**src/hw/rtl/slbm_pkg.sv**
```systemverilog
// Shared types and constants for the serial loaded bank mapper.
package slbm_pkg;

    localparam int ADDR_W   = 16;
    localparam int DATA_W   = 8;
    localparam int MAP_W    = 18;
    localparam int CFG_IDX_W = 2;
    localparam int CFG_DATA_W = 5;
    localparam int UNITS_W  = 5;
    localparam int BANK_W   = 5;
    localparam int PRG_BANK_W = 4;

    localparam logic [1:0] TGT_NONE    = 2'd0;
    localparam logic [1:0] TGT_CHR     = 2'd1;
    localparam logic [1:0] TGT_PRG_ROM = 2'd2;
    localparam logic [1:0] TGT_PRG_RAM = 2'd3;

    localparam logic [CFG_IDX_W-1:0] CFG_PRG_ROM_UNITS    = 2'd0;
    localparam logic [CFG_IDX_W-1:0] CFG_CHR_IS_RAM       = 2'd1;
    localparam logic [CFG_IDX_W-1:0] CFG_INITIAL_VERTICAL = 2'd2;

    localparam logic [4:0] CONTROL_RESET = 5'h0C;
    localparam logic [UNITS_W-1:0] UNITS_RESET = 5'd16;
    localparam logic [UNITS_W-1:0] UNITS_MAX   = 5'd16;

    localparam logic [1:0] PRG_MODE_FIX_FIRST = 2'd2;
    localparam logic [1:0] PRG_MODE_FIX_LAST  = 2'd3;

    localparam logic [1:0] REG_SEL_CONTROL  = 2'd0;
    localparam logic [1:0] REG_SEL_CHR_LOW  = 2'd1;
    localparam logic [1:0] REG_SEL_CHR_HIGH = 2'd2;
    localparam logic [1:0] REG_SEL_PRG      = 2'd3;

    localparam logic [2:0] SHIFT_LAST = 3'd4;
    localparam logic [1:0] MIRROR_VERTICAL_CODE = 2'd2;

    typedef struct packed {
        logic [1:0]       target;
        logic [MAP_W-1:0] mapped_address;
        logic             write_enable;
        logic             vertical_mirroring;
    } result_t;

endpackage

```
**src/hw/rtl/slbm_core.sv**
```systemverilog
// Mapper state, serial register loading and address translation.
module slbm_core
    import slbm_pkg::*;
(
    input  logic                  clk,
    input  logic                  rst_n,
    input  logic                  cfg_we,
    input  logic [CFG_IDX_W-1:0]  cfg_index,
    input  logic [CFG_DATA_W-1:0] cfg_data,
    input  logic                  accept,
    input  logic                  mode,
    input  logic [ADDR_W-1:0]     address,
    input  logic [DATA_W-1:0]     write_data,
    output result_t               result
);

    logic [UNITS_W-1:0]    units_reg, units_next;
    logic                  chr_ram_reg, chr_ram_next;
    logic [3:0]            shift_bits_reg, shift_bits_next;
    logic [2:0]            shift_count_reg, shift_count_next;
    logic [4:0]            control_reg, control_next;
    logic [BANK_W-1:0]     chr_low_reg, chr_low_next;
    logic [BANK_W-1:0]     chr_high_reg, chr_high_next;
    logic [PRG_BANK_W-1:0] prg_bank_reg, prg_bank_next;
    logic                  mirror_reg, mirror_next;

    logic [3:0] last_unit;
    logic [4:0] load_value;
    logic [MAP_W-1:0] chr_addr;
    logic [MAP_W-1:0] prg_addr;

    always_comb
    begin
        if (units_reg == '0)
        begin
            last_unit = 4'd0;
        end
        else if (units_reg > UNITS_MAX)
        begin
            last_unit = 4'd15;
        end
        else
        begin
            last_unit = 4'(units_reg - 5'd1);
        end
    end

    always_comb
    begin
        if (control_reg[4])
        begin
            if (!address[12])
            begin
                chr_addr = MAP_W'({chr_low_reg, address[11:0]});
            end
            else
            begin
                chr_addr = MAP_W'({chr_high_reg, address[11:0]});
            end
        end
        else
        begin
            chr_addr = MAP_W'({chr_low_reg[4:1], address[12:0]});
        end
    end

    always_comb
    begin
        case (control_reg[3:2])
            PRG_MODE_FIX_FIRST:
            begin
                if (!address[14])
                begin
                    prg_addr = MAP_W'(address[13:0]);
                end
                else
                begin
                    prg_addr = {prg_bank_reg, address[13:0]};
                end
            end
            PRG_MODE_FIX_LAST:
            begin
                if (!address[14])
                begin
                    prg_addr = {prg_bank_reg, address[13:0]};
                end
                else
                begin
                    prg_addr = {last_unit, address[13:0]};
                end
            end
            default:
            begin
                prg_addr = {prg_bank_reg[3:1], address[14:0]};
            end
        endcase
    end

    assign load_value = {write_data[0], shift_bits_reg};

    always_comb
    begin
        units_next       = units_reg;
        chr_ram_next     = chr_ram_reg;
        shift_bits_next  = shift_bits_reg;
        shift_count_next = shift_count_reg;
        control_next     = control_reg;
        chr_low_next     = chr_low_reg;
        chr_high_next    = chr_high_reg;
        prg_bank_next    = prg_bank_reg;
        mirror_next      = mirror_reg;
        result           = '0;

        if (cfg_we)
        begin
            case (cfg_index)
                CFG_PRG_ROM_UNITS:    units_next = cfg_data;
                CFG_CHR_IS_RAM:       chr_ram_next = cfg_data[0];
                CFG_INITIAL_VERTICAL: mirror_next = cfg_data[0];
                default:              ;
            endcase
        end

        if (accept)
        begin
            if (address[15:13] == 3'b000)
            begin
                result.target         = TGT_CHR;
                result.mapped_address = chr_addr;
                result.write_enable   = mode & chr_ram_reg;
            end
            else if (address[15:13] == 3'b011)
            begin
                result.target         = TGT_PRG_RAM;
                result.mapped_address = MAP_W'(address[12:0]);
                result.write_enable   = mode;
            end
            else if (address[15])
            begin
                if (!mode)
                begin
                    result.target         = TGT_PRG_ROM;
                    result.mapped_address = prg_addr;
                end
                else if (write_data[7])
                begin
                    shift_bits_next  = '0;
                    shift_count_next = '0;
                    control_next     = CONTROL_RESET;
                end
                else if (shift_count_reg == SHIFT_LAST)
                begin
                    shift_bits_next  = '0;
                    shift_count_next = '0;
                    case (address[14:13])
                        REG_SEL_CONTROL:
                        begin
                            control_next = load_value;
                            mirror_next  = (load_value[1:0] == MIRROR_VERTICAL_CODE);
                        end
                        REG_SEL_CHR_LOW:  chr_low_next  = load_value;
                        REG_SEL_CHR_HIGH: chr_high_next = load_value;
                        REG_SEL_PRG:      prg_bank_next = load_value[3:0];
                        default:          ;
                    endcase
                end
                else
                begin
                    shift_bits_next[shift_count_reg[1:0]] = write_data[0];
                    shift_count_next = shift_count_reg + 3'd1;
                end
            end
            result.vertical_mirroring = mirror_next;
        end
    end

    always_ff @(posedge clk or negedge rst_n)
    begin
        if (!rst_n)
        begin
            units_reg       <= UNITS_RESET;
            chr_ram_reg     <= 1'b0;
            shift_bits_reg  <= '0;
            shift_count_reg <= '0;
            control_reg     <= CONTROL_RESET;
            chr_low_reg     <= '0;
            chr_high_reg    <= '0;
            prg_bank_reg    <= '0;
            mirror_reg      <= 1'b0;
        end
        else
        begin
            units_reg       <= units_next;
            chr_ram_reg     <= chr_ram_next;
            shift_bits_reg  <= shift_bits_next;
            shift_count_reg <= shift_count_next;
            control_reg     <= control_next;
            chr_low_reg     <= chr_low_next;
            chr_high_reg    <= chr_high_next;
            prg_bank_reg    <= prg_bank_next;
            mirror_reg      <= mirror_next;
        end
    end

endmodule

```
**src/hw/rtl/serial_loaded_bank_mapper.sv**
```systemverilog
// Top level of the serial loaded bank mapper: core plus output skid buffer.
//
//  channel   dir   handshake            payload
//  in        in    in_valid / in_stall  mode, address, write_data
//  out       out   out_valid / out_stall target, mapped_address, write_enable,
//                                       vertical_mirroring
//  cfg       in    cfg_we               cfg_index, cfg_data
//
// One item per cycle while in_stall is low; each result is registered.
// The translation and the serial register update sit between the input
// ports and a result register; a second result register absorbs one stall.
// in_stall rises only once both result registers are full.
// Reset clears all mapper state and empties the result registers.
module serial_loaded_bank_mapper
    import slbm_pkg::*;
(
    input  logic                  clk,
    input  logic                  rst_n,
    input  logic                  cfg_we,
    input  logic [CFG_IDX_W-1:0]  cfg_index,
    input  logic [CFG_DATA_W-1:0] cfg_data,
    input  logic                  in_valid,
    output logic                  in_stall,
    input  logic                  mode,
    input  logic [ADDR_W-1:0]     address,
    input  logic [DATA_W-1:0]     write_data,
    output logic                  out_valid,
    input  logic                  out_stall,
    output logic [1:0]            target,
    output logic [MAP_W-1:0]      mapped_address,
    output logic                  write_enable,
    output logic                  vertical_mirroring
);

    logic    accept;
    logic    out_take;
    result_t core_result;
    logic    out_valid_reg, out_valid_next;
    logic    skid_valid_reg, skid_valid_next;
    result_t out_data_reg, out_data_next;
    result_t skid_data_reg, skid_data_next;

    assign in_stall = skid_valid_reg;
    assign accept   = in_valid & ~skid_valid_reg;
    assign out_take = out_valid_reg & ~out_stall;

    slbm_core u_core (
        .clk        (clk),
        .rst_n      (rst_n),
        .cfg_we     (cfg_we),
        .cfg_index  (cfg_index),
        .cfg_data   (cfg_data),
        .accept     (accept),
        .mode       (mode),
        .address    (address),
        .write_data (write_data),
        .result     (core_result)
    );

    always_comb
    begin
        out_valid_next  = out_valid_reg;
        skid_valid_next = skid_valid_reg;
        out_data_next   = out_data_reg;
        skid_data_next  = skid_data_reg;

        if (skid_valid_reg)
        begin
            if (out_take)
            begin
                out_data_next   = skid_data_reg;
                skid_valid_next = 1'b0;
            end
        end
        else if (accept)
        begin
            if (out_valid_reg && !out_take)
            begin
                skid_data_next  = core_result;
                skid_valid_next = 1'b1;
            end
            else
            begin
                out_data_next  = core_result;
                out_valid_next = 1'b1;
            end
        end
        else if (out_take)
        begin
            out_valid_next = 1'b0;
        end
    end

    always_ff @(posedge clk or negedge rst_n)
    begin
        if (!rst_n)
        begin
            out_valid_reg  <= 1'b0;
            skid_valid_reg <= 1'b0;
        end
        else
        begin
            out_valid_reg  <= out_valid_next;
            skid_valid_reg <= skid_valid_next;
        end
    end

    always_ff @(posedge clk)
    begin
        out_data_reg  <= out_data_next;
        skid_data_reg <= skid_data_next;
    end

    assign out_valid          = out_valid_reg;
    assign target             = out_data_reg.target;
    assign mapped_address     = out_data_reg.mapped_address;
    assign write_enable       = out_data_reg.write_enable;
    assign vertical_mirroring = out_data_reg.vertical_mirroring;

endmodule

```
**config.mk**
```make
export PLATFORM = sky130hd
export DESIGN_NAME = serial_loaded_bank_mapper
export DESIGN_NICKNAME = d
export VERILOG_FILES = /design/src/hw/rtl/slbm_pkg.sv /design/src/hw/rtl/slbm_core.sv /design/src/hw/rtl/serial_loaded_bank_mapper.sv
export SDC_FILE = /design/constraint.sdc
export NUM_CORES = 1
export LEC_CHECK = 0
export BUFFER_PORTS_ARGS = -buffer_cell sky130_fd_sc_hd__buf_2
export CORE_MARGIN = 5
export CORE_UTILIZATION = 40
export DETAILED_ROUTE_END_ITERATION = 8
export GPL_TIMING_DRIVEN = 0
export HOLD_SLACK_MARGIN = 0.06
export PLACE_DENSITY = 0.7
export SLEW_MARGIN = 20
export SYNTH_ARGS = -nofsm -noshare
export SYNTH_HDL_FRONTEND = slang
export SYNTH_SLANG_ARGS = --single-unit
```
**constraint.sdc**
```tcl
create_clock -name clk -period 3.9 [get_ports clk]
set_clock_uncertainty 0.05 [all_clocks]
set_input_delay 0.975 -clock clk [delete_from_list [all_inputs] [get_ports clk]]
set_output_delay 0.975 -clock clk [all_outputs]
set_load 0.005 [all_outputs]
```
==> results.ini, run 1 <==
[worst_setup_path]
timing.rr.start=u_core.shift_count_reg[0]$_DFFE_PN0P_
slowest_stage=or4_4
r2r_end=u_core.chr_low_reg[1]$_DFFE_PN0P_
start_kind=register
worstPathArrival_ns=2.63
reg2reg_depth=6
timing.reg2reg.setup_slack_ns=1.44
critical_path.max_stage_delay_ns=0.59
critical_path_class=reg2reg
required_ns=4.08
end_kind=register
path_max_fanout=6
cpLargestDelayFamily=simple AND/OR/NAND/NOR gates
path_cells=inv_1, ha_1, nand2_1, or4_4, nor3b_4, mux2_2
crit_buf_inv=1

[sta]
clock.fmax_mhz=407.3
drv_slew=0
fin_setup_tns_ns=0
worst_pin_slew_ns=0.8325
grt_setup_unrepaired=false
hold_viol_final=0
min_period_ns=2.455
slew_headroom=0.4438
fin_crit_sh=0.6295
setup_violations=0

[outcome]
status=finished clean

[synthesis]
synth_area_per_cell_um2=12.79
ys_seq_area_frac=0.5985
syn_area_um2=3593
yosysTopAreaCellShare=0.3677
async_reset_ff_frac=0.4286
syn-instance-count=281
synth-seq-cells=77
synthFlopType=edfxtp_1
syn_nets=323
synth_warnings=0
synthDistinctLibCells=52
synth_edf_count=44
synth.area.top_cells=edfxtp_1, dfrtp_1, mux2_2, o21ai_0, nand2_1
synth_top_cell_by_area=edfxtp_1

[place]
globalplace.congestion=0.8317
dpl.hpwl_um=5373
port_buffers=53

[drt]
wl_um=7300
drc_errors=0
wl_per_cell_um=15.90
drt-pass1-iter-count=4
viasPerCell=5.240
drtIter0Drc=79
ant_nets=0
vias=2405

[cells_and_area]
diodes=0
fillers=764
area_growth_syn_to_layout_pct=18.49
layout-drive-gt1-share=0.3305
layout.nets=388
largest_reg_flops=22

[die]
rows=34
die_area_um2=10980
initial_utilization=0.4121
dieHeight_um=104.8
die_w_um=104.8
core-area_um2=8721
io_pins=61

[clocking]
cts_sinks=77
max-clock-path-buffers=2
cts_setup_buffers=0
htreeDepth=3
clock_latency_ns=0.34
clk_pin_slew_ns=0.08
cts_tree=built
cts_root_buf=clkbuf_8
cts-buffers-inserted=9
hold_buffers=0
cts_resized=0

[power_and_ir_drop]
ir_drop_mv=0.2063
power-per-cell-area_nw_per_um2=600.9
finalPower_w=0.002559
power.leakage_nw=1.785

[global_route]
antenna_found_initial=0
grt_pass1_vias=2549
grt.total_usage=0.1400
grt_overflow=0
grt_pass1_wl_um=12560
grt_max_degree=34

[min_path]
min_path_cells=1
min_to=u_core.chr_high_reg[4]$_DFFE_PN0P_
min_path_type=reg2reg
holdCritStartpoint=u_core.chr_high_reg[4]$_DFFE_PN0P_

[run]
drv_cap=0

report_power, final:
| part | total [W] | internal, W | switching (W) | leakage [nW] |
|---|---|---|---|---|
| sequential | 0.00120 | 0.00111 | 0.0000930 | 0.842 |
| combinational | 0.000639 | 0.000289 | 0.000350 | 0.825 |
| clock | 0.000718 | 0.000429 | 0.000288 | 0.118 |
| total | 0.00256 | 0.00183 | 0.000732 | 1.79 |
stage by stage:
| step | hold WS, ns | instances | utilization | cell area, µm² | setup slack (ns) |
|---|---|---|---|---|---|
| after floorplan | 0.4250 | 281 | - | 3593 | 0.6811 |
| after global placement | 0.4364 | 442 | 0.4580 | 3994 | -0.1848 |
| after detailed placement | 0.4444 | 443 | 0.4608 | 4019 | 1.199 |
| after CTS | 0.4628 | 459 | 0.4882 | 4258 | 1.454 |
| after global routing | 0.4785 | 459 | 0.4882 | 4258 | 1.340 |
| final | 0.4604 | 459 | 0.4882 | 4258 | 1.445 |
kinds of logic (layout without fill, tap and decap cells):
family	after synthesis	after routing	synth area share
simple gates	84	84	0.1361
flops	77	77	0.5985
compound gates	52	52	0.09437
mux	42	42	0.1295
buf+inv	20	90	0.02158
fa+ha+maj	5	5	0.01741
xor+xnor	1	1	0.002438
cells in the final DEF (no fill, tap or decap), drive strengths merged, types with 2 or more instances in the layout:
cell type,Yosys,final
nand3,3,3
nor3b,3,3
a21oi,8,8
o21ai,18,18
mux2,36,36
nand4b,2,2
ha,5,5
mux2i,6,6
nand2b,8,8
a31oi,3,3
nor4,2,2
nor4b,3,3
nand2,22,22
clkbuf,7,18
dfrtp,30,30
nor2,11,11
a22o,3,3
nand3b,3,3
inv,11,12
nor2b,4,4
bufinv,0,3
edfxtp,44,44
and2,14,14
buf,2,56
dfstp,3,3
o31ai,6,6
nor3,3,3
worst max-delay path by stage:
| stage | to | depth (start not counted) | startpoint | slack [ns] |
|---|---|---|---|---|
| 2_1_floorplan | mapped_address[0]$_DFFE_PP_ | 2 | in_valid | 0.68 |
| 3_3_place_gp | mapped_address[17]$_DFFE_PP_ | 3 | in_valid | -0.18 |
| 3_5_place_dp | u_core.chr_low_reg[1]$_DFFE_PN0P_ | 5 | in_valid | 1.20 |
| 5_1_grt | u_core.chr_low_reg[4]$_DFFE_PN0P_ | 6 | u_core.shift_count_reg[0]$_DFFE_PN0P_ | 1.34 |
| 6_report | u_core.chr_low_reg[1]$_DFFE_PN0P_ | 6 | u_core.shift_count_reg[0]$_DFFE_PN0P_ | 1.44 |
| 4_1_cts | u_core.chr_low_reg[1]$_DFFE_PN0P_ | 6 | u_core.shift_count_reg[0]$_DFFE_PN0P_ | 1.45 |
Yosys cell counts (4+ instances only):
library cell,count
mux2i_1,6
nor2_1,11
dfrtp_1,30
nand2_1,22
inv_1,11
nand2b_1,8
mux2_2,36
o21ai_0,18
ha_1,5
clkbuf_1,6
o31ai_1,6
edfxtp_1,44
and2_1,13
nor2b_1,4
a21oi_1,8
area by class of cell:
class,count,area (µm²),share of cell area
sequential,77,2151,0.5051
inverter,11,41.29,0.009697
clock buffer,11,131.4,0.03086
buffer,9,36.28,0.008522
tap,108,135.1,0.03174
timing repair buffer,54,276.5,0.06494
multi-input combinational,184,1379,0.3238
clock inverter,5,107.6,0.02527
metal layers:
metal / vias to the layer above / part of all wire / track usage
met4: 0 / 0.015 / 0.04932
met2: 50 / 0.49 / 0.2347
li1: 1168 / - / -
met5: - / 0 / 0
met1: 1177 / 0.45 / 0.1753
met3: 10 / 0.049 / 0.03576
Note: power is estimated with default switching activity, not from simulation.
==> run 2, diff against run 1 <==
clock period = 2.4 ns   (was 3.9 ns; I/O delays follow)
==> run 2 against run 1 <==
Effect of this change: combinational power rose by 66%; first-iteration DRC count up 23%; setup slack lost 1.3 ns; cell area is 0.44% lower; clock power is 36% higher; global-route usage is 0.42 points lower.
==> results.ini, run 2 (synthesis results as in run 1) <==
[outcome]
status=finished clean

[cells_and_area]
design_area_um2=4239  ; -0.44%
final_common_cell=buf_2
diodes=0  ; unchanged
layout.nets=388  ; unchanged
layout-drive-gt1-share=0.3504  ; +0.01994
fillers=774  ; +1.3%
area_growth_syn_to_layout_pct=17.97
final_cell_mix=buf_2, edfxtp_1, mux2_2
largest_reg_flops=22  ; unchanged

[sta]
fin_crit_sh=0.9552  ; +0.3257
setup_violations=0  ; unchanged
drv_slew=0  ; unchanged
min_period_ns=2.292  ; -0.1627 ns
grt_setup_unrepaired=false
fin_setup_tns_ns=0  ; unchanged
worst_pin_slew_ns=0.8779  ; +0.04534 ns
clock.fmax_mhz=436.2  ; +7.1%
slew_headroom=0.4135  ; -0.03029
hold_viol_final=0  ; unchanged

[clocking]
hold_buffers=0  ; unchanged
cts-buffers-inserted=9  ; unchanged
cts_sinks=77  ; unchanged
max-clock-path-buffers=2  ; unchanged
htreeDepth=3  ; unchanged
cts_setup_buffers=0  ; unchanged
cts_root_buf=clkbuf_8
cts_tree=built
clock_latency_ns=0.35  ; about the same
clk_pin_slew_ns=0.08  ; about the same

[die]
rows=34  ; unchanged
die_w_um=104.8  ; unchanged
dieHeight_um=104.8  ; unchanged
initial_utilization=0.4121  ; unchanged
core-area_um2=8721  ; unchanged
io_pins=61  ; unchanged
die_area_um2=10980  ; unchanged

[worst_setup_path]
timing.rr.start=u_core.shift_count_reg[0]$_DFFE_PN0P_
crit_buf_inv=1  ; unchanged
critical_path_class=reg2reg
required_ns=2.59  ; -1.49 ns
cpLargestDelayFamily=simple AND/OR/NAND/NOR gates
critical_path.max_stage_delay_ns=0.61  ; +0.02 ns
path_cells=inv_2, ha_4, nand2_1, or4_4, nor3b_4, mux2_2
start_kind=register
r2r_end=u_core.chr_low_reg[1]$_DFFE_PN0P_
timing.reg2reg.setup_slack_ns=0.11  ; -1.34 ns
slowest_stage=or4_4
end_kind=register
path_max_fanout=6  ; unchanged
reg2reg_depth=6  ; unchanged
worstPathArrival_ns=2.48  ; -0.15 ns

[drt]
drtIter0Drc=97  ; +23%
wl_um=7145  ; -2.1%
wl_per_cell_um=15.57  ; -2.1%
vias=2372  ; -1.4%
drc_errors=0  ; unchanged
viasPerCell=5.168  ; -1.4%
drt-pass1-iter-count=4  ; unchanged
ant_nets=0  ; unchanged

[global_route]
grt_overflow=0  ; unchanged
grt_max_degree=34  ; unchanged
grt_pass1_wl_um=12050  ; -4.1%
grt.total_usage=0.1357  ; -0.004226
antenna_found_initial=0  ; unchanged
grt_pass1_vias=2435  ; -4.5%

[power_and_ir_drop]
power.leakage_nw=1.772  ; -0.73%
ir_drop_mv=0.3011  ; +46%
finalPower_w=0.003987  ; +56%
power-per-cell-area_nw_per_um2=940.6  ; +57%

[run]
drv_cap=0  ; unchanged

[min_path]
min_path_type=in2async

[place]
place_area_um2=4019  ; unchanged
port_buffers=53  ; unchanged
dpl.hpwl_um=5278  ; -1.8%
globalplace.congestion=0.8423  ; +1.3%

==> run 2: changes by cell type in the layout (fill, tap and decap cells not counted), sizes merged <==
cell,before,now
bufinv,3,1
clkbuf,18,16
clkinv,1,5
==> run 2: per-stage QoR <==
step | hold slack (ns) | instances | utilization | setup WS [ns]
4_1_cts | 0.2828 | 459 | 0.4836 | 0.007308
2_1_floorplan | 0.2544 | 281 | - | 0.1379
3_3_place_gp | 0.4339 | 442 | 0.4580 | -0.4878
6_report | 0.2598 | 459 | 0.4861 | 0.1075
3_5_place_dp | 0.4420 | 443 | 0.4608 | 0.002259
5_1_grt | 0.3097 | 459 | 0.4861 | 0.01021
==> run 2: timing repair <==
| item | CTS | global route |
|---|---|---|
| endpoints found under the setup margin | 5 | 16 |
| pin swaps | 1 | 2 |
| gates resized for setup | 0 | 6 |
==> run 2: area by class of cell <==
cell class                 count  area [µm²]  share of cell area
multi-input combinational    184        1400              0.3303
tap                          108       135.1             0.03188
buffer                         9       36.28            0.008560
clock buffer                   9       123.9             0.02922
timing repair buffer          54       276.5             0.06523
inverter                      11       41.29            0.009740
sequential                    77        2151              0.5074
clock inverter                 7       75.07             0.01771
==> run 2: power by group <==
| part | leakage (nW) | internal [W] | total [W] | switching [W] |
|---|---|---|---|---|
| Sequential | 0.842 | 0.00180 | 0.00196 | 0.000154 |
| Clock | 0.104 | 0.000485 | 0.000975 | 0.000490 |
| Combinational | 0.826 | 0.000488 | 0.00106 | 0.000569 |
| Total | 1.77 | 0.00277 | 0.00399 | 0.00121 |
==> run 2: worst register-to-register path, cell delays in order, from the launching register on <==
cell and delay (ns):
dfrtp_1 0.41, inv_2 0.11, ha_4 0.17, nand2_1 0.10, or4_4 0.61, nor3b_4 0.36
mux2_2 0.37
==> run 2: worst max path at each step <==
stage | from | end | slack, ns | cells past startpoint
4_1_cts | u_core.shift_count_reg[0]$_DFFE_PN0P_ | u_core.chr_low_reg[1]$_DFFE_PN0P_ | 0.007 | 6
6_report | u_core.shift_count_reg[0]$_DFFE_PN0P_ | u_core.chr_low_reg[1]$_DFFE_PN0P_ | 0.11 | 6
2_1_floorplan | in_valid | mapped_address[0]$_DFFE_PP_ | 0.14 | 2
5_1_grt | u_core.shift_count_reg[0]$_DFFE_PN0P_ | u_core.chr_low_reg[1]$_DFFE_PN0P_ | 0.01 | 6
3_3_place_gp | in_valid | mapped_address[11]$_DFFE_PP_ | -0.49 | 3
3_5_place_dp | u_core.shift_count_reg[0]$_DFFE_PN0P_ | u_core.chr_low_reg[3]$_DFFE_PN0P_ | 0.002 | 6
==> run 2: routing by layer <==
metal | wire length (µm) | GRT usage | vias to the layer above | part of all wire
li1 | - | - | 1165 | -
met1 | 3218 | 0.1732 | 1144 | 0.45
met2 | 3403 | 0.2172 | 53 | 0.48
met3 | 409 | 0.04131 | 10 | 0.057
met4 | 114 | 0.05205 | 0 | 0.016
met5 | 0 | 0 | - | 0
